## config.mk

```make
export PLATFORM = sky130hd
export DESIGN_NAME = salsa_core
export DESIGN_NICKNAME = d
export VERILOG_FILES = /design/src/rtl/salsa_pkg.sv /design/src/rtl/salsa_core.sv
export SDC_FILE = /design/constraint.sdc
export NUM_CORES = 2
export LEC_CHECK = 0
export BUFFER_PORTS_ARGS = -buffer_cell sky130_fd_sc_hd__buf_2
export CORE_ASPECT_RATIO = 0.8
export CORE_MARGIN = 5
export CORE_UTILIZATION = 30
export CTS_CLUSTER_SIZE = 28
export DETAILED_ROUTE_END_ITERATION = 16
export GPL_ROUTABILITY_DRIVEN = 0
export PLACE_DENSITY = 0.45
export SLEW_MARGIN = 20
export SYNTH_ARGS = -nofsm -noshare
export SYNTH_HDL_FRONTEND = slang
export SYNTH_SLANG_ARGS = --single-unit
```

## constraint.sdc

```tcl
create_clock -name aclk -period 56.8 [get_ports aclk]
set_input_delay 17.04 -clock aclk [delete_from_list [all_inputs] [get_ports aclk]]
set_output_delay 17.04 -clock aclk [all_outputs]
set_load 0.05 [all_outputs]
```

## src/rtl/salsa_pkg.sv

```systemverilog
// shared types, constants and round functions for the salsa20 keystream block
package salsa_pkg;

    localparam int ROUND_COUNT  = 20;
    localparam int DROUND_COUNT = (ROUND_COUNT + 1) / 2;
    localparam int RND_W        = (DROUND_COUNT > 1) ? $clog2(DROUND_COUNT) : 1;

    localparam logic [31:0] SIGMA0 = 32'h6170_7865;
    localparam logic [31:0] SIGMA1 = 32'h3320_646e;
    localparam logic [31:0] SIGMA2 = 32'h7962_2d32;
    localparam logic [31:0] SIGMA3 = 32'h6b20_6574;

    // register indexes on the configuration port
    localparam logic [2:0] REG_KEY0  = 3'd0;
    localparam logic [2:0] REG_KEY1  = 3'd1;
    localparam logic [2:0] REG_KEY2  = 3'd2;
    localparam logic [2:0] REG_KEY3  = 3'd3;
    localparam logic [2:0] REG_NONCE = 3'd4;

    typedef logic [31:0] word_t;
    typedef logic [15:0][31:0] blk_t;

    typedef struct packed {
        logic [3:0][63:0] key;
        logic [63:0]      nonce;
    } cfg_t;

    typedef struct packed {
        logic        valid;
        logic [63:0] ctr;
    } ctr_xfer_t;

    typedef struct packed {
        logic valid;
        blk_t words;
    } blk_xfer_t;

    function automatic word_t rotl(input word_t v, input int s);
        return (v << s) | (v >> (32 - s));
    endfunction

    function automatic blk_t quarter(input blk_t w, input int a, input int b,
                                     input int c, input int dd);
        blk_t r;
        r = w;
        r[b]  = r[b]  ^ rotl(r[a] + r[dd], 7);
        r[c]  = r[c]  ^ rotl(r[b] + r[a], 9);
        r[dd] = r[dd] ^ rotl(r[c] + r[b], 13);
        r[a]  = r[a]  ^ rotl(r[dd] + r[c], 18);
        return r;
    endfunction

    function automatic blk_t double_round(input blk_t w);
        blk_t r;
        r = w;
        // column round
        r = quarter(r, 0, 4, 8, 12);
        r = quarter(r, 5, 9, 13, 1);
        r = quarter(r, 10, 14, 2, 6);
        r = quarter(r, 15, 3, 7, 11);
        // row round
        r = quarter(r, 0, 1, 2, 3);
        r = quarter(r, 5, 6, 7, 4);
        r = quarter(r, 10, 11, 8, 9);
        r = quarter(r, 15, 12, 13, 14);
        return r;
    endfunction

    function automatic blk_t init_state(input cfg_t cfg, input logic [63:0] ctr);
        blk_t s;
        s[0]  = SIGMA0;
        s[1]  = cfg.key[0][31:0];
        s[2]  = cfg.key[0][63:32];
        s[3]  = cfg.key[1][31:0];
        s[4]  = cfg.key[1][63:32];
        s[5]  = SIGMA1;
        s[6]  = cfg.nonce[31:0];
        s[7]  = cfg.nonce[63:32];
        s[8]  = ctr[31:0];
        s[9]  = ctr[63:32];
        s[10] = SIGMA2;
        s[11] = cfg.key[2][31:0];
        s[12] = cfg.key[2][63:32];
        s[13] = cfg.key[3][31:0];
        s[14] = cfg.key[3][63:32];
        s[15] = SIGMA3;
        return s;
    endfunction

endpackage

```

## src/rtl/salsa_core.sv

```systemverilog
// round engine: one double round per cycle, then the feed-forward add
module salsa_core import salsa_pkg::*; (
    input  logic      aclk,
    input  logic      aresetn,
    input  cfg_t      cfg,
    input  ctr_xfer_t ctr_in,
    output logic      ctr_ready,
    output blk_xfer_t blk_out,
    input  logic      blk_ready
);

    localparam logic [1:0] ST_IDLE = 2'd0;
    localparam logic [1:0] ST_RUN  = 2'd1;
    localparam logic [1:0] ST_DONE = 2'd2;

    logic [1:0]       state_reg, state_next;
    logic [RND_W-1:0] rnd_reg, rnd_next;
    blk_t             w_reg, w_next;
    logic [63:0]      ctr_reg, ctr_next;
    blk_t             init_w;

    assign init_w = init_state(cfg, ctr_reg);

    always_comb begin
        blk_out.valid = (state_reg == ST_DONE);
        for (int i = 0; i < 16; i++) begin
            blk_out.words[i] = w_reg[i] + init_w[i];
        end
    end

    always_comb begin
        state_next = state_reg;
        rnd_next   = rnd_reg;
        w_next     = w_reg;
        ctr_next   = ctr_reg;
        ctr_ready  = 1'b0;
        unique case (state_reg)
            ST_IDLE: begin
                ctr_ready = 1'b1;
            end
            ST_RUN: begin
                w_next   = double_round(w_reg);
                rnd_next = rnd_reg + RND_W'(1);
                if (rnd_reg == RND_W'(DROUND_COUNT - 1)) begin
                    state_next = ST_DONE;
                end
            end
            ST_DONE: begin
                if (blk_ready) begin
                    ctr_ready  = 1'b1;
                    state_next = ST_IDLE;
                end
            end
            default: begin
                state_next = ST_IDLE;
            end
        endcase
        // load the next counter straight away when the engine frees up
        if (ctr_ready && ctr_in.valid) begin
            w_next     = init_state(cfg, ctr_in.ctr);
            ctr_next   = ctr_in.ctr;
            rnd_next   = '0;
            state_next = ST_RUN;
        end
    end

    always_ff @(posedge aclk) begin
        if (!aresetn) begin
            state_reg <= ST_IDLE;
            rnd_reg   <= '0;
        end else begin
            state_reg <= state_next;
            rnd_reg   <= rnd_next;
        end
    end

    always_ff @(posedge aclk) begin
        w_reg   <= w_next;
        ctr_reg <= ctr_next;
    end

endmodule

```

* After elaboration in Yosys (flattened, before gate mapping) *
Cells that the tools add are included.

cells by class
  $add $sub $neg = 49
  eq/ne operators = 8
  mux-type cells = 8
  bitwise operators = 66
  reduce and logical (&&, ||, !) cells = 6

operator list
  operator                                         count
  adder 32 bit                                     44
  XOR 32 bit                                       32
  2-to-1 mux 480 bit                               2
  bitwise OR 32 x 13 -> 32 bit                     8
  bitwise OR 32 x 18 -> 32 bit                     8
  bitwise OR 32 x 7 -> 32 bit                      8
  bitwise OR 32 x 9 -> 32 bit                      8
  adder 32 x 31 -> 32 bit (second input constant)  3
  adder 32 x 30 -> 32 bit (second input constant)  1
  one-hot mux 2 bit (3 select lines)               1
  AND reduction 3 bit                              2
  adder 4 x 1 -> 4 bit (second input constant)     1
  == test 4 bit (second input constant)            1
  2-to-1 mux 2 bit                                 2
  != test 2 bit (second input constant)            2
  != test 3 x 1 -> 1 bit (second input constant)   1
  != test 3 bit (second input constant)            1
  == test 2 x 1 -> 1 bit (second input constant)   1
  == test 2 bit (second input constant)            1
  zero test 2 bit                                  1
  2-to-1 mux 1 bit                                 2
  != test 2 x 1 -> 1 bit (second input constant)   1
  NOT 1 bit                                        2
  one-hot mux 1 bit (2 select lines)               1
  other kinds (3)                                  3

storage, ports and cells
  bits in registers = 582
  bits of input ports = 388
  output and inout bits = 514
  word-level logic and storage cells = 157

* Depth between registers and ports, before layout *
  depth in word-level cells = 26
  depth in mapped cells = 125
  depth with buffers taken out = 125

* Least setup slack after synthesis *
OpenSTA, ideal clock, no wires.

  kind = input-to-output
  start point = in cfg[128] (netlist bit)
  end point = out blk_out[126] (netlist bit)
  arrival = 20.684 ns
  data required time = 39.760 ns
  slack = 19.076 ns
  stages = 19
  buffers on the path = 0
  cell sequence = ha_1 > inv_1 > fa_1 > nor2b_1 > o21ai_0 > a21boi_0 > o21a_1 > o21ai_0 > o31ai_1 > a31oi_1 > o21ai_0 > a31oi_1 > a211oi_1 > a311o_1 > o211ai_1 > nor2b_1 > o21a_1 > nor2_1 > xnor2_1

RTL lines
  what                line             source
  start: declaration  salsa_core.sv:5  input cfg_t cfg,
  end: declaration    salsa_core.sv:8  output blk_xfer_t blk_out,

==> results.cfg <==
[worst_setup_path]
cpMostUsedCell = o21ai_0
reg2reg_depth = 110
cp_slowest_stage_delay_ns = 0.59
worstSetupPathType = in2out
cp-end-kind = primary output
path_cells = buf_2, ha_1, inv_1, fa_1, nor2b_1, o21ai_0, a21boi_0, o21a_1, o21ai_0, o31ai_1, a31oi_1, o21ai_0, a31oi_1, a211oi_1, a311o_1, o211ai_1, nor2b_1, o21a_1, nor2_1, xnor2_1, buf_2
critPathRequiredTime_ns = 39.76
cp_max_fo = 3
critPathLaunchType = input pin
slowest_stage = o31ai_1
cp.arrival_ns = 21.55

[finish]
largest_register_ffs = 512
layout-drive-gt1-share = 0.1531
fill_cells = 31580
area_growth_pct = 18.45
utilization = 0.3574
nets = 13820
register_area_sq_um = 16140
multiInputGateArea_sq_um = 75200

[timing]
post-route-period-util = 0.6794
final_hold_viol_count = 0
rsz0062_at_grt = false
timing.setup.tns_ns = 0
setup_viol = 0
tightest_slew_ns = 1.423
slew_headroom = 0.04442
period_minus_slack_ns = 38.59
clock_skew_ns = 0.08446
maxSlewViolCount = 0
max_freq_mhz = 25.91
finalWorstSetupSlack_ns = 18.21

[clock_tree]
path_clk_slew_ns = 0.06
htreeDepth = 3
post-cts-setup-buffer-count = 0
clkLatencyLatePin_ns = 0.78
cts_buffers = 80
cts.path.max_buffers = 3
ctsRootBufferMaster = clkbuf_16
numClockSinks = 582
cts_resized = 0
hold_buffers = 0
cts_tree = built

[route]
dr.pass1.iters = 10
drtAntennaViolNets = 0
routed_wl_microns = 592500
vias = 98620
drcViolationCount = 0
drtIter0Drc = 14110
post_drt_wl_per_cell_microns = 36.63
viasPerCell = 6.098

[worst_hold_path]
holdCritPathClass = reg2reg
hold_depth = 2

[synthesis]
synth_cells = 10720
yosys.area.top_type = ha_1
synth_top_area_frac = 0.1869
syn_avg_cell_area_sq_um = 8.575
yosysUniqueCellTypes = 89
synth-async-reset-ratio = 0
synth_edf_count = 448
yosysSeqAreaShare = 0.1756
synth-main-ff-cell = edfxtp_1
yosysMostFrequentCell = xnor2_1
ys_warn_count = 0
syn_nets = 12520
syn_area_sq_um = 91910
yosys_register_bits = 582
ys_top_cells_by_count = 1,724 x xnor2_1, 1,373 x ha_1, 1,005 x a21oi_1
yosys-top-cells-area = ha_1 19%, xnor2_1 16%, edfxtp_1 15%, xor2_1 6.6%, a21oi_1 5.5%

[global_routing]
grt_pass1_vias = 87900
antenna_found_initial = 144
grt_pass1_wl_microns = 768500
grt_max_degree = 83
grt_use_total = 0.3515
overflow = 0

[die]
io-pin-count = 902
die_y_microns = 505.1
coreArea_sq_um = 304600
num_rows = 181
floorplan.initialDensity = 0.3017
fp.dieArea_sq_um = 317600
die_w_microns = 628.8

[flow_run]
max_cap_viol_count = 0

[run_status]
status = complete, no violations

[placement]
place_worst_setup_slack_ns = 18.25
portBuffers = 901
hpwl_microns = 505400
-- cells in the final DEF (no fill, tap or decap), types with 443 or more instances in the layout --
cell type | synthesis | final
nor2_1 | 543 | 542
o21ai_0 | 607 | 607
nand2_1 | 444 | 443
buf_4 | 4 | 469
edfxtp_1 | 448 | 448
a21o_1 | 488 | 488
xnor2_1 | 1724 | 1550
buf_2 | 0 | 901
ha_1 | 1373 | 1373
xor2_1 | 692 | 679
a21oi_1 | 1005 | 1005
-- critical path: cells and delay by family --
family / cells / cell delay [ns]
compound gates: 12 / 2.99
simple gates: 3 / 0.35
buf+inv: 3 / 0.44
xor+xnor: 1 / 0.15
fa+ha+maj: 2 / 0.57
-- final cells by class --
type	count	share of cell area
Inverter	412	0.01434
Timing Repair Buffer	1370	0.07376
Multi-Input combinational cell	9569	0.6908
Sequential cell	582	0.1482
Clock inverter	42	0.005287
Clock buffer	107	0.01988
Antenna cell	65	0.001494
Tap cell	4026	0.04627
-- kinds of logic (layout without fill, tap and decap cells) --
family / after synthesis / count (layout) / share of synthesized area
fa+ha+maj: 1417 / 1417 / 0.1965
xor+xnor: 2430 / 2430 / 0.2336
flops: 582 / 582 / 0.1756
compound gates: 3474 / 3474 / 0.2484
mux: 2 / 2 / 0.0002314
buf+inv: 567 / 1931 / 0.02332
other cells: 0 / 65 / 0
simple gates: 2246 / 2246 / 0.1225
-- final timing paths --
check	slack [ns]	end	from
max reg2reg	23.88	w_reg[17]	w_reg[1]
max	18.21	blk_out[94]	cfg[96]
min	0.47	w_reg[27]	w_reg[27]
min reg2reg	0.47	w_reg[27]	w_reg[27]
-- stage by stage --
| step | hold WS (ns) | cells | cell area, sq um |
|---|---|---|---|
| 6_report | 0.4681 | 16170 | 108900 |
| 3_3_place_gp | 0.4544 | 15960 | 105600 |
| 5_1_grt | 0.5002 | 16110 | 108700 |
| 2_1_floorplan | 0.4795 | 10720 | 91910 |
| 3_5_place_dp | 0.4549 | 15960 | 105700 |
| 4_1_cts | 0.4682 | 16110 | 108500 |
-- per-layer routing --
metal  vias to the layer above  GRT usage  part of all wire
li1                      42040          -                 -
met3                      1598     0.1594              0.15
met2                      7307     0.4627              0.37
met1                     47610     0.4601              0.40
met5                         -          0           0.00069
met4                        72     0.2155             0.076
Power is not shown: default switching activity piles up to over one toggle a cycle in this logic, so the estimate is an artifact.
