[src/rtl/salsa_pkg.sv]
// shared types, constants and round functions for the salsa20 keystream block
package salsa_pkg;

    localparam int ROUND_COUNT  = 20;
    localparam int DROUND_COUNT = (ROUND_COUNT + 1) / 2;
    localparam int RND_W        = (DROUND_COUNT > 1) ? $clog2(DROUND_COUNT) : 1;

    localparam logic [31:0] SIGMA0 = 32'h6170_7865;
    localparam logic [31:0] SIGMA1 = 32'h3320_646e;
    localparam logic [31:0] SIGMA2 = 32'h7962_2d32;
    localparam logic [31:0] SIGMA3 = 32'h6b20_6574;

    // register indexes on the configuration port
    localparam logic [2:0] REG_KEY0  = 3'd0;
    localparam logic [2:0] REG_KEY1  = 3'd1;
    localparam logic [2:0] REG_KEY2  = 3'd2;
    localparam logic [2:0] REG_KEY3  = 3'd3;
    localparam logic [2:0] REG_NONCE = 3'd4;

    typedef logic [31:0] word_t;
    typedef logic [15:0][31:0] blk_t;

    typedef struct packed {
        logic [3:0][63:0] key;
        logic [63:0]      nonce;
    } cfg_t;

    typedef struct packed {
        logic        valid;
        logic [63:0] ctr;
    } ctr_xfer_t;

    typedef struct packed {
        logic valid;
        blk_t words;
    } blk_xfer_t;

    function automatic word_t rotl(input word_t v, input int s);
        return (v << s) | (v >> (32 - s));
    endfunction

    function automatic blk_t quarter(input blk_t w, input int a, input int b,
                                     input int c, input int dd);
        blk_t r;
        r = w;
        r[b]  = r[b]  ^ rotl(r[a] + r[dd], 7);
        r[c]  = r[c]  ^ rotl(r[b] + r[a], 9);
        r[dd] = r[dd] ^ rotl(r[c] + r[b], 13);
        r[a]  = r[a]  ^ rotl(r[dd] + r[c], 18);
        return r;
    endfunction

    function automatic blk_t double_round(input blk_t w);
        blk_t r;
        r = w;
        // column round
        r = quarter(r, 0, 4, 8, 12);
        r = quarter(r, 5, 9, 13, 1);
        r = quarter(r, 10, 14, 2, 6);
        r = quarter(r, 15, 3, 7, 11);
        // row round
        r = quarter(r, 0, 1, 2, 3);
        r = quarter(r, 5, 6, 7, 4);
        r = quarter(r, 10, 11, 8, 9);
        r = quarter(r, 15, 12, 13, 14);
        return r;
    endfunction

    function automatic blk_t init_state(input cfg_t cfg, input logic [63:0] ctr);
        blk_t s;
        s[0]  = SIGMA0;
        s[1]  = cfg.key[0][31:0];
        s[2]  = cfg.key[0][63:32];
        s[3]  = cfg.key[1][31:0];
        s[4]  = cfg.key[1][63:32];
        s[5]  = SIGMA1;
        s[6]  = cfg.nonce[31:0];
        s[7]  = cfg.nonce[63:32];
        s[8]  = ctr[31:0];
        s[9]  = ctr[63:32];
        s[10] = SIGMA2;
        s[11] = cfg.key[2][31:0];
        s[12] = cfg.key[2][63:32];
        s[13] = cfg.key[3][31:0];
        s[14] = cfg.key[3][63:32];
        s[15] = SIGMA3;
        return s;
    endfunction

endpackage

[src/rtl/salsa_front.sv]
// input side: accepts block counters into a two-entry queue
module salsa_front import salsa_pkg::*; (
    input  logic        aclk,
    input  logic        aresetn,
    input  logic        s_tvalid,
    output logic        s_tready,
    input  logic [63:0] s_tdata,   // [63:0] block_counter
    output ctr_xfer_t   ctr_out,
    input  logic        ctr_ready
);

    logic [1:0][63:0] mem_reg;
    logic             wr_ptr_reg, wr_ptr_next;
    logic             rd_ptr_reg, rd_ptr_next;
    logic [1:0]       count_reg, count_next;
    logic             push, pop;

    assign s_tready      = (count_reg != 2'd2);
    assign push          = s_tvalid && s_tready;
    assign ctr_out.valid = (count_reg != 2'd0);
    assign ctr_out.ctr   = mem_reg[rd_ptr_reg];
    assign pop           = ctr_out.valid && ctr_ready;

    always_comb begin
        wr_ptr_next = push ? ~wr_ptr_reg : wr_ptr_reg;
        rd_ptr_next = pop ? ~rd_ptr_reg : rd_ptr_reg;
        count_next  = count_reg + 2'(push) - 2'(pop);
    end

    always_ff @(posedge aclk) begin
        if (!aresetn) begin
            wr_ptr_reg <= 1'b0;
            rd_ptr_reg <= 1'b0;
            count_reg  <= 2'd0;
        end else begin
            wr_ptr_reg <= wr_ptr_next;
            rd_ptr_reg <= rd_ptr_next;
            count_reg  <= count_next;
        end
    end

    always_ff @(posedge aclk) begin
        if (push) begin
            mem_reg[wr_ptr_reg] <= s_tdata;
        end
    end

endmodule

[config.mk]
export PLATFORM = sky130hd
export DESIGN_NAME = salsa_front
export DESIGN_NICKNAME = d
export VERILOG_FILES = /design/src/rtl/salsa_pkg.sv /design/src/rtl/salsa_front.sv
export SDC_FILE = /design/constraint.sdc
export NUM_CORES = 1
export LEC_CHECK = 0
export BUFFER_PORTS_ARGS = -buffer_cell sky130_fd_sc_hd__buf_4
export CAP_MARGIN = 40
export CORE_ASPECT_RATIO = 1.2
export CORE_MARGIN = 2
export CORE_UTILIZATION = 56
export DETAILED_ROUTE_END_ITERATION = 7
export GPL_ROUTABILITY_DRIVEN = 0
export GPL_TIMING_DRIVEN = 0
export PLACE_DENSITY = 0.9
export SLEW_MARGIN = 30
export SYNTH_ARGS = -nofsm -noshare
export SYNTH_HDL_FRONTEND = slang
export SYNTH_SLANG_ARGS = --single-unit
[constraint.sdc]
create_clock -name aclk -period 6.06 [get_ports aclk]
set_input_delay 0 -clock aclk [delete_from_list [all_inputs] [get_ports aclk]]
set_output_delay 0 -clock aclk [all_outputs]
set_load 0.03 [all_outputs]
# Word-level counts from Yosys, hierarchy flattened
# Index checks and enable logic that the tools add are counted.
[classes]
addsub = 2
multipliers = 0
div_mod_pow = 0
magnitude_cmp = 3
eq_ne = 1
shifts = 0
mux = 5
bitwise = 2
n_reduce_logical = 4
[ops]
columns = ["op", "count"]
rows = [
  ["$mux 64", 3],
  ["$bwmux 128", 1],
  ["$demux 64 s1", 1],
  ["$lt 1x2->1 const B", 2],
  ["$logic_and 1x1->1", 3],
  ["$add 2x1->2", 1],
  ["$ne 2x2->1 const B", 1],
  ["$not 1->1", 2],
  ["$reduce_bool 2->1", 1],
  ["$sub 2x1->2", 1],
  ["$ge 1x1->1 const B", 1],
]
[totals]
ff_bits = 132
latch_bits = 0
mem_bits_rw = 0
mem_bits_ro = 0
input_bits = 68
output_inout_bits = 66
elab_cells = 22
mem_count = 0

# Depth between registers and ports, before layout
[depth]
depth_word = 5
mapped_depth = 6

# Worst setup path after synthesis
# OpenSTA, ideal clock, no wires.
[synth_path]
kind = "flip-flop to flip-flop"
startpoint = "reg count_reg[0]"
endpoint = "reg mem_reg[100] in the netlist's numbering (enable)"
arrival_ps = 2385
required_time_ps = 5631
path_slack_ps = 3246
path_stages_with_launch = 3
path_buffers = 0
synth_period_minus_slack_ps = 2814
path_cell_list = "dfxtp_1 > nand2b_1 > and3_1"
[synth_via]
elab_chain_len = 2
[synth_lines]
columns = ["element", "line_no", "text"]
rows = [
  ["start: declaration", "salsa_front.sv:15", "logic [1:0] count_reg, count_next;"],
  ["start signal: assignment", "salsa_front.sv:38", "count_reg <= count_next;"],
  ["$ne 2x2->1", "salsa_front.sv:18", "assign s_tready = (count_reg != 2'd2);"],
  ["named net s_tready", "salsa_front.sv:6", "output logic s_tready,"],
  ["$logic_and 1x1->1", "salsa_front.sv:19", "assign push = s_tvalid && s_tready;"],
  ["end signal: indexed assignment", "salsa_front.sv:44", "mem_reg[wr_ptr_reg] <= s_tdata;"],
  ["end: declaration", "salsa_front.sv:12", "logic [1:0][63:0] mem_reg;"],
]
# The timed path passes the listed nets, and every way through them passes these cells.
# A chain may end at the register's enable or synchronous reset.

# Final worst setup path
[layout_path]
startpoint = "reg count_reg[0]"
endpoint = "reg mem_reg[16] in the netlist's numbering (enable)"
[layout_via]
elab_chain_len = 2
[layout_lines]
columns = ["element", "line_no"]
rows = [
  ["$ne 2x2->1", "salsa_front.sv:18"],
  ["$logic_and 1x1->1", "salsa_front.sv:19"],
]
# Every way passes these cells.

==> results summary <==
The flow ran to the end, and the final reports show no timing, DRC or antenna violations. The total clock buffers created by CTS is 17. The total number of placement rows is 38. The most frequently used flop master after synthesis is edfxtp_1. The total iterations of the first detailed-routing run is 4.

The worst hold path belongs to the class in2reg. The slew at the pin with the worst max-slew slack is 0.4155 ns. The post-route netlist has 51.41% of its cells at a drive strength greater than 1.

The register with the most flip-flops in the layout has 128 of them. The HPWL after detailed placement came out at 5.748 mm. The per-instance average area after synthesis came out at 22.27 µm². The storage element area came out at 3924 µm². The leakage dissipation is 2.983 nW. The global router's overall resource usage is 22.24%. The post-placement worst setup slack is 4.277 ns. The startpoint identified for the worst hold timing path is s_tdata[48]. For this run the aggregate overflow at the end of global routing stands at 0. The tightest slew margin relative to the limit is 72.30%. The cell area after technology mapping came out at 5056 µm². The cell type with the highest aggregate area in the netlist is edfxtp_1. The number of vias per cell came out at 5.072. Across all setup checks in the final design, the least slack found is 4.191 ns. The critical path in this run is classified as reg2reg. The largest net degree at the start of global routing came out at 38. The reg-to-reg critical path endpoint is mem_reg[16].

Along the worst path, the maximum fanout reaches 37. TritonCTS built the clock tree. The number of global-route vias before repair is 3225. The cell area after layout is 7550 µm². Relative to the synthesized area, the layout overhead comes to 49.32%. The total core area is 8891 µm².

The number of port buffers came out at 133. For the worst setup path, the data required time is 6.26 ns. The detailed router finished its first iteration with 178 violations. Counting both buffers and inverters, the worst setup path holds a total of 2. The overall power consumption is 3.083 mW. The number of warning messages in the yosys log is 0. Fill cells in the final layout number 377. The clock transition at the registers of the reported paths came out at 0.06 ns.

The floorplan die height came out at 108.1 µm. In the final timing run, aggregate negative setup slack is 0 ns. The post-route minimum period is 1.869 ns. Sorting the synthesized cells by area gives the leading types as edfxtp_1 (76%), mux2_4 (15%), mux2_2 (3.1%). Detailed routing inserted a total of 2947 vias. The clock sink count is 132.

The power density normalized to cell area came out at 408.4 nW/µm². The post-synthesis sequential area ratio is 77.60%. Among all stages on the critical path, the largest delay is contributed by dfxtp_1. The signal on the critical path passes through nand2b_1, nand3b_1, inv_4, buf_12. The proportion of register bits with asynchronous set or reset after synthesis is 0%.

Data on the critical path arrives at its endpoint at 2.07 ns. For the worst-skew pair, the clock arrives at the later sink with an insertion delay of 0.51 ns. The setup violation total in the final timing report came out at 0. The final layout net count came out at 517. The portion of total power attributed to the clock network is 34.7%.

In this run switching power makes up 28.09% of total power. The worst-case clock skew is 0.005704 ns. The share of the clock period used by the worst path is 30.84%.

The cell-internal power is 2.217 mW. The net count of the mapped netlist came out at 296. The startpoint identified for the worst register-to-register timing path is count_reg[0]. The worst setup path is launched from a flop. In this run the power spent charging and discharging nets is 0.8660 mW.

The power share of the combinational group came out at 28.2%. The first-pass GRT wire length is 16.01 mm. For hold timing, the worst endpoint is mem_reg[48]. The area share of the largest cell type after synthesis came out at 76.02%. Synthesis instantiated 25 different standard cells from the library. In this design, the largest share of critical-path delay is due to buffers and inverters. The maximum buffer depth of the clock tree is 2.

The max-capacitance violation count came out at 0. The final wirelength is 10.77 mm. The timing-limited maximum frequency came out at 535.0 MHz. Clock tree synthesis selected as its root buffer the cell clkbuf_8. The area of the die is 9808 µm².

The x dimension of the die is 90.74 µm. The worst reg-to-reg setup slack came out at 4.19 ns. The post-CTS setup-driven buffer insertion count came out at 0. The worst register-to-register path has a depth of 4.

After detailed routing, the average wire length per cell comes to 18.53 µm. The area occupied by multi-input gates is 1061 µm². The final design utilization is 84.91%.

The critical path starts at count_reg[0]. The number of antenna violations at the first check in global routing came to 0. Counting every instance in the synthesized netlist gives 227. After detailed routing, the number of remaining DRC violations is 0. The clock tree synthesis step divided the H-tree into 4 levels. STA classifies the critical path endpoint as a flop. For this run, the slowest stage of the critical path takes 0.48 ns. The antenna violation net count after detailed routing is 0. Yosys mapped a number of flops with a built-in enable equal to 128. The worst hold path depth is 2. The sequential fraction of design power is 37.1%. The number of failing hold endpoints at the final stage is 0. The number of I/O pins came out at 134. The worst-case vdd ir drop is 0.2772 mV. For this configuration, the core starts out at a cell density of 56.87%. Setup repair after global routing left no endpoint under its margin. In this run the cell area measured after placement is 6252 µm². The number of max-slew violations in the final report came out at 0.

The number of synthesized register bits came out at 132. The antenna diode count came out at 0.
[cell usage in the layout (no fill, tap or decap), types with 2 or more instances in the layout]
cell / instances
a21bo_1: 2
mux2_4: 50
clkinvlp_4: 4
clkinv_1: 4
mux2_2: 14
dlygate4sd3_1: 67
dfxtp_1: 4
clkinv_4: 2
edfxtp_1: 128
bufinv_16: 5
nand2b_1: 2
buf_12: 2
buf_6: 5
clkbuf_16: 16
buf_4: 134
nor2_1: 3
o21ai_0: 2
[cells by family (layout without fill, tap and decap cells)]
kind of cell    after synthesis  after routing  share of synthesized area [%]
fa+ha+maj                     1              1                         0.2474
buf+inv                       9            243                          1.509
flops                       132            132                          77.60
xor+xnor                      1              1                         0.1733
compound gates                7              7                          1.015
mux                          65             65                          18.16
simple gates                 12             12                          1.287
[cell type report]
cell class / count / area share, %
flip-flops and latches: 132 / 51.97
repair buffers: 202 / 22.64
multi-input cells: 86 / 14.05
clock buffers: 17 / 5.486
clock inverters: 15 / 2.817
well taps: 120 / 1.989
plain buffers: 7 / 0.9115
inverters: 2 / 0.1326
[cells in the mapped netlist, types with 2 or more instances]
cell	n
o21ai_0	2
nand2b_1	2
mux2_2	14
buf_6	5
edfxtp_1	128
dfxtp_1	4
mux2_4	50
inv_1	2
a21bo_1	2
nor2_1	3
[worst reg2reg max path, stage by stage (launching register included)]
cell and delay, ns:
dfxtp_1 0.48, nand2b_1 0.26, nand3b_1 0.17, inv_4 0.34, buf_12 0.28
[worst max-delay path by stage]
stage               slack (ns)  cells after the start      endpoint
floorplan                 3.25                      2  mem_reg[100]
global placement          2.71                      2  mem_reg[127]
detailed placement        4.28                      4   mem_reg[12]
CTS                       4.26                      4   mem_reg[14]
global route              4.07                      4    mem_reg[5]
finish                    4.19                      4   mem_reg[16]
[per-stage QoR]
stage	instances	hold slack, ns
floorplan	227	0.09887
global route	581	0.1906
global placement	480	0.1853
CTS	581	0.1990
finish	581	0.2121
detailed placement	482	0.1881
[per-layer routing]
layer  share of wire, %  global-route usage (%)  up-vias  routed length [µm]
met5                  0                       0        -                   0
met4                2.7                   10.33        0                 291
met3                4.3                   6.063       30                 463
met2                 56                   41.84      119                6050
met1                 37                   23.00     1455                3960
li1                   -                       -     1343                   -
[what timing repair did]
| item | 4_1_cts | 5_1_grt |
|---|---|---|
| hold buffers | 67 | 0 |
| hold endpoints to repair | 132 | 0 |
| endpoints found under the setup margin | 0 | 0 |
| gates resized for setup | 0 | 0 |
[power groups by stage]
stage | Clock, mW | Combinational, mW | Sequential (mW)
after floorplan | 0 | 0.566 | 1.15
after global placement | 0 | 0.806 | 1.16
after detailed placement | 0 | 0.827 | 1.16
after CTS | 1.08 | 0.868 | 1.14
after global routing | 1.12 | 0.909 | 1.15
final | 1.07 | 0.870 | 1.14
No activity file was read; power rests on OpenSTA's default activity.
