**src/rtl/salsa_pkg.sv**
```systemverilog
// shared types, constants and round functions for the salsa20 keystream block
package salsa_pkg;

    localparam int ROUND_COUNT  = 20;
    localparam int DROUND_COUNT = (ROUND_COUNT + 1) / 2;
    localparam int RND_W        = (DROUND_COUNT > 1) ? $clog2(DROUND_COUNT) : 1;

    localparam logic [31:0] SIGMA0 = 32'h6170_7865;
    localparam logic [31:0] SIGMA1 = 32'h3320_646e;
    localparam logic [31:0] SIGMA2 = 32'h7962_2d32;
    localparam logic [31:0] SIGMA3 = 32'h6b20_6574;

    // register indexes on the configuration port
    localparam logic [2:0] REG_KEY0  = 3'd0;
    localparam logic [2:0] REG_KEY1  = 3'd1;
    localparam logic [2:0] REG_KEY2  = 3'd2;
    localparam logic [2:0] REG_KEY3  = 3'd3;
    localparam logic [2:0] REG_NONCE = 3'd4;

    typedef logic [31:0] word_t;
    typedef logic [15:0][31:0] blk_t;

    typedef struct packed {
        logic [3:0][63:0] key;
        logic [63:0]      nonce;
    } cfg_t;

    typedef struct packed {
        logic        valid;
        logic [63:0] ctr;
    } ctr_xfer_t;

    typedef struct packed {
        logic valid;
        blk_t words;
    } blk_xfer_t;

    function automatic word_t rotl(input word_t v, input int s);
        return (v << s) | (v >> (32 - s));
    endfunction

    function automatic blk_t quarter(input blk_t w, input int a, input int b,
                                     input int c, input int dd);
        blk_t r;
        r = w;
        r[b]  = r[b]  ^ rotl(r[a] + r[dd], 7);
        r[c]  = r[c]  ^ rotl(r[b] + r[a], 9);
        r[dd] = r[dd] ^ rotl(r[c] + r[b], 13);
        r[a]  = r[a]  ^ rotl(r[dd] + r[c], 18);
        return r;
    endfunction

    function automatic blk_t double_round(input blk_t w);
        blk_t r;
        r = w;
        // column round
        r = quarter(r, 0, 4, 8, 12);
        r = quarter(r, 5, 9, 13, 1);
        r = quarter(r, 10, 14, 2, 6);
        r = quarter(r, 15, 3, 7, 11);
        // row round
        r = quarter(r, 0, 1, 2, 3);
        r = quarter(r, 5, 6, 7, 4);
        r = quarter(r, 10, 11, 8, 9);
        r = quarter(r, 15, 12, 13, 14);
        return r;
    endfunction

    function automatic blk_t init_state(input cfg_t cfg, input logic [63:0] ctr);
        blk_t s;
        s[0]  = SIGMA0;
        s[1]  = cfg.key[0][31:0];
        s[2]  = cfg.key[0][63:32];
        s[3]  = cfg.key[1][31:0];
        s[4]  = cfg.key[1][63:32];
        s[5]  = SIGMA1;
        s[6]  = cfg.nonce[31:0];
        s[7]  = cfg.nonce[63:32];
        s[8]  = ctr[31:0];
        s[9]  = ctr[63:32];
        s[10] = SIGMA2;
        s[11] = cfg.key[2][31:0];
        s[12] = cfg.key[2][63:32];
        s[13] = cfg.key[3][31:0];
        s[14] = cfg.key[3][63:32];
        s[15] = SIGMA3;
        return s;
    endfunction

endpackage

```
**src/rtl/salsa_drain.sv**
```systemverilog
// output side: holds a finished block and sends it as eight 64-bit beats
module salsa_drain import salsa_pkg::*; (
    input  logic        aclk,
    input  logic        aresetn,
    input  blk_xfer_t   blk_in,
    output logic        blk_ready,
    output logic        m_tvalid,
    input  logic        m_tready,
    output logic [63:0] m_tdata,   // [63:0] keystream_word
    output logic [2:0]  m_tuser,   // [2:0] word_index
    output logic        m_tlast    // last_word
);

    blk_t       buf_reg;
    logic       valid_reg, valid_next;
    logic [2:0] idx_reg, idx_next;
    logic       beat;

    assign m_tvalid  = valid_reg;
    assign m_tdata   = {buf_reg[{idx_reg, 1'b1}], buf_reg[{idx_reg, 1'b0}]};
    assign m_tuser   = idx_reg;
    assign m_tlast   = (idx_reg == 3'd7);
    assign beat      = m_tvalid && m_tready;
    // free when empty or when the final beat leaves this cycle
    assign blk_ready = !valid_reg || (beat && m_tlast);

    always_comb begin
        valid_next = valid_reg;
        idx_next   = idx_reg;
        if (beat) begin
            idx_next = idx_reg + 3'd1;
            if (m_tlast) begin
                valid_next = 1'b0;
            end
        end
        if (blk_ready && blk_in.valid) begin
            valid_next = 1'b1;
            idx_next   = 3'd0;
        end
    end

    always_ff @(posedge aclk) begin
        if (!aresetn) begin
            valid_reg <= 1'b0;
            idx_reg   <= 3'd0;
        end else begin
            valid_reg <= valid_next;
            idx_reg   <= idx_next;
        end
    end

    always_ff @(posedge aclk) begin
        if (blk_ready && blk_in.valid) begin
            buf_reg <= blk_in.words;
        end
    end

endmodule

```
**config.mk**
```make
export PLATFORM = sky130hd
export DESIGN_NAME = salsa_drain
export DESIGN_NICKNAME = d
export VERILOG_FILES = /design/src/rtl/salsa_pkg.sv /design/src/rtl/salsa_drain.sv
export SDC_FILE = /design/constraint.sdc
export NUM_CORES = 1
export LEC_CHECK = 0
export BUFFER_PORTS_ARGS = -buffer_cell sky130_fd_sc_hd__buf_2
export CORE_MARGIN = 2
export CORE_UTILIZATION = 30
export DETAILED_ROUTE_END_ITERATION = 6
export SETUP_SLACK_MARGIN = 0.3
export SLEW_MARGIN = 30
export SYNTH_ARGS = -nofsm -noshare
export SYNTH_HDL_FRONTEND = slang
export SYNTH_SLANG_ARGS = --single-unit
```
**constraint.sdc**
```tcl
create_clock -name aclk -period 12.4 [get_ports aclk]
set_input_delay 0 -clock aclk [delete_from_list [all_inputs] [get_ports aclk]]
set_output_delay 0 -clock aclk [all_outputs]
set_load 0.05 [all_outputs]
```
==> results of run 1 <==
==> per-stage QoR <==
| stage | hold slack (ns) | instances | setup slack (ns) | util | instance area, um2 |
|---|---|---|---|---|---|
| 2_1_floorplan | 0.0989 | 760 | 3.80 | - | 19500 |
| 3_3_place_gp | 0.176 | 2173 | 8.14 | 0.362 | 23300 |
| 3_5_place_dp | 0.178 | 2173 | 8.29 | 0.362 | 23300 |
==> kinds of logic after synthesis <==
kind of cell    Yosys count
compound gates            8
fa+ha+maj                 2
buf+inv                  38
flops                   516
mux                     192
simple gates              4
==> impl_metrics.toml, run 1 <==
[run_status]
status = "stopped before the end"
lastStage = "4_1_cts"
error = "[ERROR RSZ-0060] Max buffer count reached."

[synth]
synthTopCellsByCount = "edfxtp_1, mux4_2, mux2_2"
synthArstFlopShare = 0
synth.distinct_cells = 18
netlist_instances = 760
synth_compound_area_frac = 0.00365
netlist_area_um2 = 19500
synth_simple_gate_area_frac = 0.00122
synth_fa_ha_area_frac = 0.00128
yosysTopAreaCell = "edfxtp_1"
synthTopCellsByArea = "edfxtp_1, mux4_2, mux2_2, mux4_1, buf_12"
syn-num-nets = 1278
synth_xor_area_frac = 0
synth_top_family_by_area = "multiplexers"
yosysMostFrequentCell = "edfxtp_1"
syn_area_per_cell_um2 = 25.7
yosysWarnings = 0
ys.flop_type = "edfxtp_1"
seq_area_frac_synth = 0.791
synth-seq-cells = 516
synth_edf_count = 512
muxShareOfSynthArea = 0.187
yosys.area.top_type_share = 0.787

[floorplan]
ios = 586
initial_core_util = 0.303
fp.dieW_um = 259
rows = 93
die_y_um = 259

[clock_network]
cts_buffer_depth = 3
cts-htree-levels = 2
cts_resized = 0
clock-sinks = 516
postCtsSetupRepairBufs = 0
cts_made_buffers = 54
cts-hold-fix-buffers = 455
root_buffer = "clkbuf_16"

[placement]
hpwlAfterDp_um = 33500
portBuffers = 585
gp_congestion = 0.816
==> run 2, diff against run 1 <==
--- a/config.mk
+++ b/config.mk
@@ -7,9 +7,9 @@
 export LEC_CHECK = 0
 export BUFFER_PORTS_ARGS = -buffer_cell sky130_fd_sc_hd__buf_2
 export CORE_MARGIN = 2
-export CORE_UTILIZATION = 30
+export CORE_UTILIZATION = 20
 export DETAILED_ROUTE_END_ITERATION = 6
-export SETUP_SLACK_MARGIN = 0.3
+export PLACE_DENSITY_LB_ADDON = 0.15
 export SLEW_MARGIN = 30
 export SYNTH_ARGS = -nofsm -noshare
 export SYNTH_HDL_FRONTEND = slang
==> constraint.sdc (replaced) <==
create_clock -name aclk -period 16.1 [get_ports aclk]
set_input_delay 0 -clock aclk [delete_from_list [all_inputs] [get_ports aclk]]
set_output_delay 0 -clock aclk [all_outputs]
set_load 0.05 [all_outputs]
==> impl_metrics.toml, run 2 <==
[setup_path]
critPathKind = "reg -> reg"
crit_arrival_ns = 5.48
critical_path.max_fanout = 76
r2r_start = "m_tuser[1]"
critPathLaunch = "m_tuser[1]"
r2r_end = "buf_reg[333]"
crit_path_max_incr_delay_ns = 0.92
reg2regPathDepth = 8
critPathSlowestCell = "dfxtp_4"
reg2reg_slack_ns = 10.87
crit_end = "buf_reg[333]"
required_ns = 16.35
setup.worst_path.start_class = "flip-flop"
crit_chain = "ha_1 -> ha_1 -> a21bo_2 -> and2_4 -> buf_6 -> buf_6 -> buf_4 -> buf_4"
end_kind = "flip-flop"

[cells_and_area]
drive_gt1_frac = 0.446
final_cells = 3239
n_fill_cell = 9547
layout_common_cells = "buf_2, dlygate4sd3_1, edfxtp_1, mux4_2, clkbuf_16"
fin_nets = 2425
postLayoutCellArea_um2 = 31100
largest_register_ffs = 512
syn_to_final_growth_pct = 58.9
final_common_cell = "buf_2"
utilization = 0.321
multi_input_area_um2 = 3770
regArea_um2 = 15500

[floorplan]
rows = 114
fp.dieW_um = 317
die_y_um = 317
ios = 586
core_area_um2 = 96700
initial_core_util = 0.202
die_area_um2 = 100000

[synth]
netlist_area_um2 = 19500
seq_area_frac_synth = 0.791
yosysTopAreaCell = "edfxtp_1"
yosysWarnings = 0
yosys.area.top_type_share = 0.787
synthArstFlopShare = 0
synth-seq-cells = 516
synthTopCellsByArea = "edfxtp_1, mux4_2, mux2_2, mux4_1, buf_12"
ys.flop_type = "edfxtp_1"
synth.distinct_cells = 18
yosysMostFrequentCell = "edfxtp_1"
synth_edf_count = 512
synthTopCellsByCount = "edfxtp_1, mux4_2, mux2_2"
netlist_instances = 760
syn_area_per_cell_um2 = 25.7
syn-num-nets = 1278

[detailed_routing]
drc = 0
totalWireLength_um = 60300
via_count = 12200
ant_nets = 0
dr.pass1.iters = 4
wl_per_cell_um = 18.6
routed_via_density = 3.77
dr.first_iter.drc_count = 638

[clock_network]
cts_resized = 0
clock-sinks = 516
clkTransAtPathRegs_ns = 0.06
postCtsSetupRepairBufs = 0
root_buffer = "clkbuf_16"
cts-hold-fix-buffers = 517
cts_made_buffers = 66
insertion_delay_ns = 0.61
cts-htree-levels = 3
tritoncts = "built"
cts_buffer_depth = 3

[global_route]
grt_max_degree = 84
grt_pass1_wl_um = 87300
grt_pass1_vias = 14000
track_usage = 0.119
antenna_found_initial = 13
overflow = 0

[placement]
hpwlAfterDp_um = 41700
dp.cells = 2598
dpl_cell_area_um2 = 23900
pre_cts_ws_ns = 10.17
portBuffers = 585
gp_congestion = 0.723

[sta]
period_share = 0.325
setup_viol = 0
tightestPinTransition_ns = 0.934
slew_headroom = 0.377
finalHoldViolations = 0
drv_slew = 0
setup_slack_ns = 10.87
fmax_mhz = 191
finalClockSkew_ns = 0.0150
rsz0062_at_grt = "no"
holdWs_ns = 0.0889
fin_tns_setup_ns = 0
fin_crit_ns = 5.23

[power]
power_frac_clock = 0.415
p_per_area_nw_per_um2 = 106
power_mw = 3.29
pwr-share-comb = 0.102
p_sw_mw = 0.742
p_sw_frac = 0.226
pwr-share-seq = 0.483
p_int_mw = 2.55
p_leak_nw = 11.4
peakVddDrop_mv = 0.0737

[min_path]
min_path_type = "in -> reg"

[flow_run]
max-cap-violations = 0

[run_status]
status = "finished, final reports clean"
[run 2: cell type report]
class                      instances  share of cell area
sequential                       516               0.498
timing repair buffer            1115               0.265
multi-input combinational        206               0.121
clock buffer                      83              0.0573
tap                             1276              0.0514
clock inverter                    33             0.00625
antenna                            8            0.000645
inverter                           2            0.000242
[run 2: how the worst min path moves through the flow]
stage,startpoint,to,slack (ns),cells after the start
6_report,blk_in[332],buf_reg[332],0.09,2
5_1_grt,blk_in[332],buf_reg[332],0.05,2
4_1_cts,blk_in[332],buf_reg[332],0.02,2
3_5_place_dp,blk_in[305],buf_reg[305],0.18,1
3_3_place_gp,blk_in[298],buf_reg[298],0.18,1
2_1_floorplan,blk_in[0],buf_reg[0],0.1,0
[run 2: power by group through the flow]
stage,combinational (mW),sequential (mW),clock [mW]
finish,0.334,1.59,1.36
CTS,0.341,1.59,1.42
detailed placement,0.233,1.62,0
global placement,0.230,1.62,0
global route,0.360,1.60,1.47
floorplan,0.133,1.65,0
[run 2: per-layer routing]
layer / track usage / part of all wire / vias up
met4: 0.0337 / 0.021 / 10
met3: 0.0399 / 0.075 / 95
met2: 0.212 / 0.51 / 423
met5: 0 / 0.0010 / -
li1: - / - / 5627
met1: 0.135 / 0.39 / 6072
[run 2: cells by family after synthesis]
kind of cell,synth area share
buffers and inverters,0.0163
AND/OR/NAND/NOR,0.00122
adder cells (fa/ha/maj),0.00128
multiplexers,0.187
AO/OA/AOI/OAI,0.00365
flip-flops,0.791
[run 2: worst max-delay path, delay by kind of cell (launching register included)]
| family | cells | cell delay, ns |
|---|---|---|
| buf+inv | 4 | 2.61 |
| compound gates | 1 | 0.20 |
| simple gates | 1 | 0.55 |
| fa+ha+maj | 2 | 0.46 |
| flops | 1 | 0.92 |
No activity file was read; power rests on OpenSTA's default activity.
==> run 3, diff against run 2 <==
--- a/config.mk
+++ b/config.mk
@@ -5,6 +5,7 @@
 export SDC_FILE = /design/constraint.sdc
 export NUM_CORES = 1
 export LEC_CHECK = 0
+export ABC_AREA = 1
 export BUFFER_PORTS_ARGS = -buffer_cell sky130_fd_sc_hd__buf_2
 export CORE_MARGIN = 2
 export CORE_UTILIZATION = 20
==> constraint.sdc (replaced) <==
create_clock -name aclk -period 4.3 [get_ports aclk]
set_input_delay 0 -clock aclk [delete_from_list [all_inputs] [get_ports aclk]]
set_output_delay 0 -clock aclk [all_outputs]
set_load 0.05 [all_outputs]
==> impl_metrics.toml, run 3 <==
[run_status]
status = "finished, final reports clean"

[sta]
drv_slew = 0
slew_headroom = 0.360
setup_slack_ns = 1.28
period_share = 0.703
tightestPinTransition_ns = 0.960
holdWs_ns = 0.0615
fmax_mhz = 331
setup_viol = 0
finalHoldViolations = 0
fin_crit_ns = 3.02
rsz0062_at_grt = "no"
finalClockSkew_ns = 0.0323

[global_route]
grt_pass1_wl_um = 118000
grt_pass1_vias = 19400
overflow = 0
track_usage = 0.135
antenna_found_initial = 2
grt_max_degree = 137

[clock_network]
cts-htree-levels = 3
clkTransAtPathRegs_ns = 0.06
cts_made_buffers = 69
insertion_delay_ns = 0.64
cts-hold-fix-buffers = 543
cts_buffer_depth = 3
cts_resized = 0
root_buffer = "clkbuf_16"
clock-sinks = 516
postCtsSetupRepairBufs = 0
tritoncts = "built"

[placement]
hpwlAfterDp_um = 51900
portBuffers = 585
pre_cts_ws_ns = 1.36
dpl_cell_area_um2 = 27300
gp_congestion = 0.774

[floorplan]
initial_core_util = 0.201
die_area_um2 = 115000
die_y_um = 340
fp.dieW_um = 340
ios = 586
core_area_um2 = 112000
rows = 123

[synth]
synthTopCellsByArea = "edfxtp_1, nand2_1, inv_1, nand3_1, buf_2"
netlist_instances = 2234
synth-seq-cells = 516
seq_area_frac_synth = 0.686
synthTopCellsByCount = "nand2_1, inv_1, edfxtp_1"
yosysWarnings = 0
yosysMostFrequentCell = "nand2_1"
yosysTopAreaCell = "edfxtp_1"
syn-num-nets = 2752
synth_edf_count = 512
netlist_area_um2 = 22500
yosys.area.top_type_share = 0.682
syn_area_per_cell_um2 = 10.1
ys.flop_type = "edfxtp_1"
synthArstFlopShare = 0
synth.distinct_cells = 17

[setup_path]
setup.worst_path.start_class = "flip-flop"
critPathKind = "reg -> out"
critical_path.max_fanout = 44
required_ns = 4.30
crit_arrival_ns = 3.02
end_kind = "primary output"

[detailed_routing]
drc = 0
totalWireLength_um = 79100
routed_via_density = 3.74
ant_nets = 0
wl_per_cell_um = 16.0
dr.pass1.iters = 5
dr.first_iter.drc_count = 806
via_count = 18500

[cells_and_area]
multi_input_area_um2 = 4550
n_fill_cell = 11800
final_common_cell = "nand2_1"
layout_common_cells = "nand2_1, buf_2, dlygate4sd3_1, inv_1, edfxtp_1"
drive_gt1_frac = 0.216
fin_nets = 3896
antenna_cells = 0
syn_to_final_growth_pct = 54.4
utilization = 0.310
postLayoutCellArea_um2 = 34800
largest_register_ffs = 512
regArea_um2 = 15500

[flow_run]
max-cap-violations = 0

[power]
p_per_area_nw_per_um2 = 375
power_mw = 13.1
peakVddDrop_mv = 0.292
p_leak_nw = 16.2

[min_path]
min_path_type = "in -> reg"
run 3: changes by cell type after synthesis, sizes merged, moves of 3 or more:
cell and delta:
nand2 +839, inv +514, nand3 +256, mux4 -128, buf +67, mux2 -64, clkbuf -5, a21bo -4
a221oi -3
run 3: cell families (layout without fill, tap and decap cells):
| logic type | count (synthesis) | count (layout) | synth area share |
|---|---|---|---|
| AOI/OAI and AO/OA | 3 | 3 | 0.000777 |
| xor gates and xnor gates | 1 | 1 | 0.000389 |
| adders and majority gates | 2 | 2 | 0.00111 |
| buffers and inverters | 614 | 1813 | 0.115 |
| DFF | 516 | 516 | 0.686 |
| and+or+nand+nor | 1098 | 1098 | 0.197 |
run 3: power breakdown:
part | internal [mW] | switching [mW] | total (mW) | leakage, nW
clock | 3.11 | 2.35 | 5.46 | 1.05
combinational | 0.722 | 0.885 | 1.61 | 10.3
sequential | 5.91 | 0.0793 | 5.99 | 4.94
total | 9.74 | 3.31 | 13.1 | 16.2
run 3: metrics by stage:
step | instances | setup TNS [ns]
floorplan | 2234 | -2515.15
global placement | 4264 | 0
detailed placement | 4264 | 0
CTS | 4933 | 0
global route | 4933 | 0
finish | 4933 | 0
run 3: critical path, stage by stage (launching register included):
cell and delay [ns]:
dfxtp_4 0.77, buf_4 0.67, nand3_1 0.14, nand2_1 0.16, nand2_1 0.17, nand2_1 0.13, buf_2 0.27
run 3: worst paths after layout:
kind                     from           end  slack, ns  cells past startpoint
setup / recovery   m_tuser[1]   m_tdata[37]       1.28                      6
hold / removal    blk_in[474]  buf_reg[474]       0.06                      2
setup reg to reg   m_tuser[1]  buf_reg[380]       1.47                      8
hold reg to reg      m_tvalid    m_tuser[2]       0.64                      2
run 3: final cells by class:
class                      count  area share
timing repair buffer        1171       0.254
clock buffer                  84      0.0512
clock inverter                42     0.00942
multi-input combinational   1104       0.131
inverter                     516      0.0562
tap                         1500      0.0539
sequential                   516       0.444
run 3: per-layer routing:
metal	global-route usage	vias up	wire length [um]
li1	-	9251	-
met1	0.173	8642	35500
met2	0.230	465	38000
met3	0.0315	113	3880
met4	0.0355	2	1710
met5	0	-	11
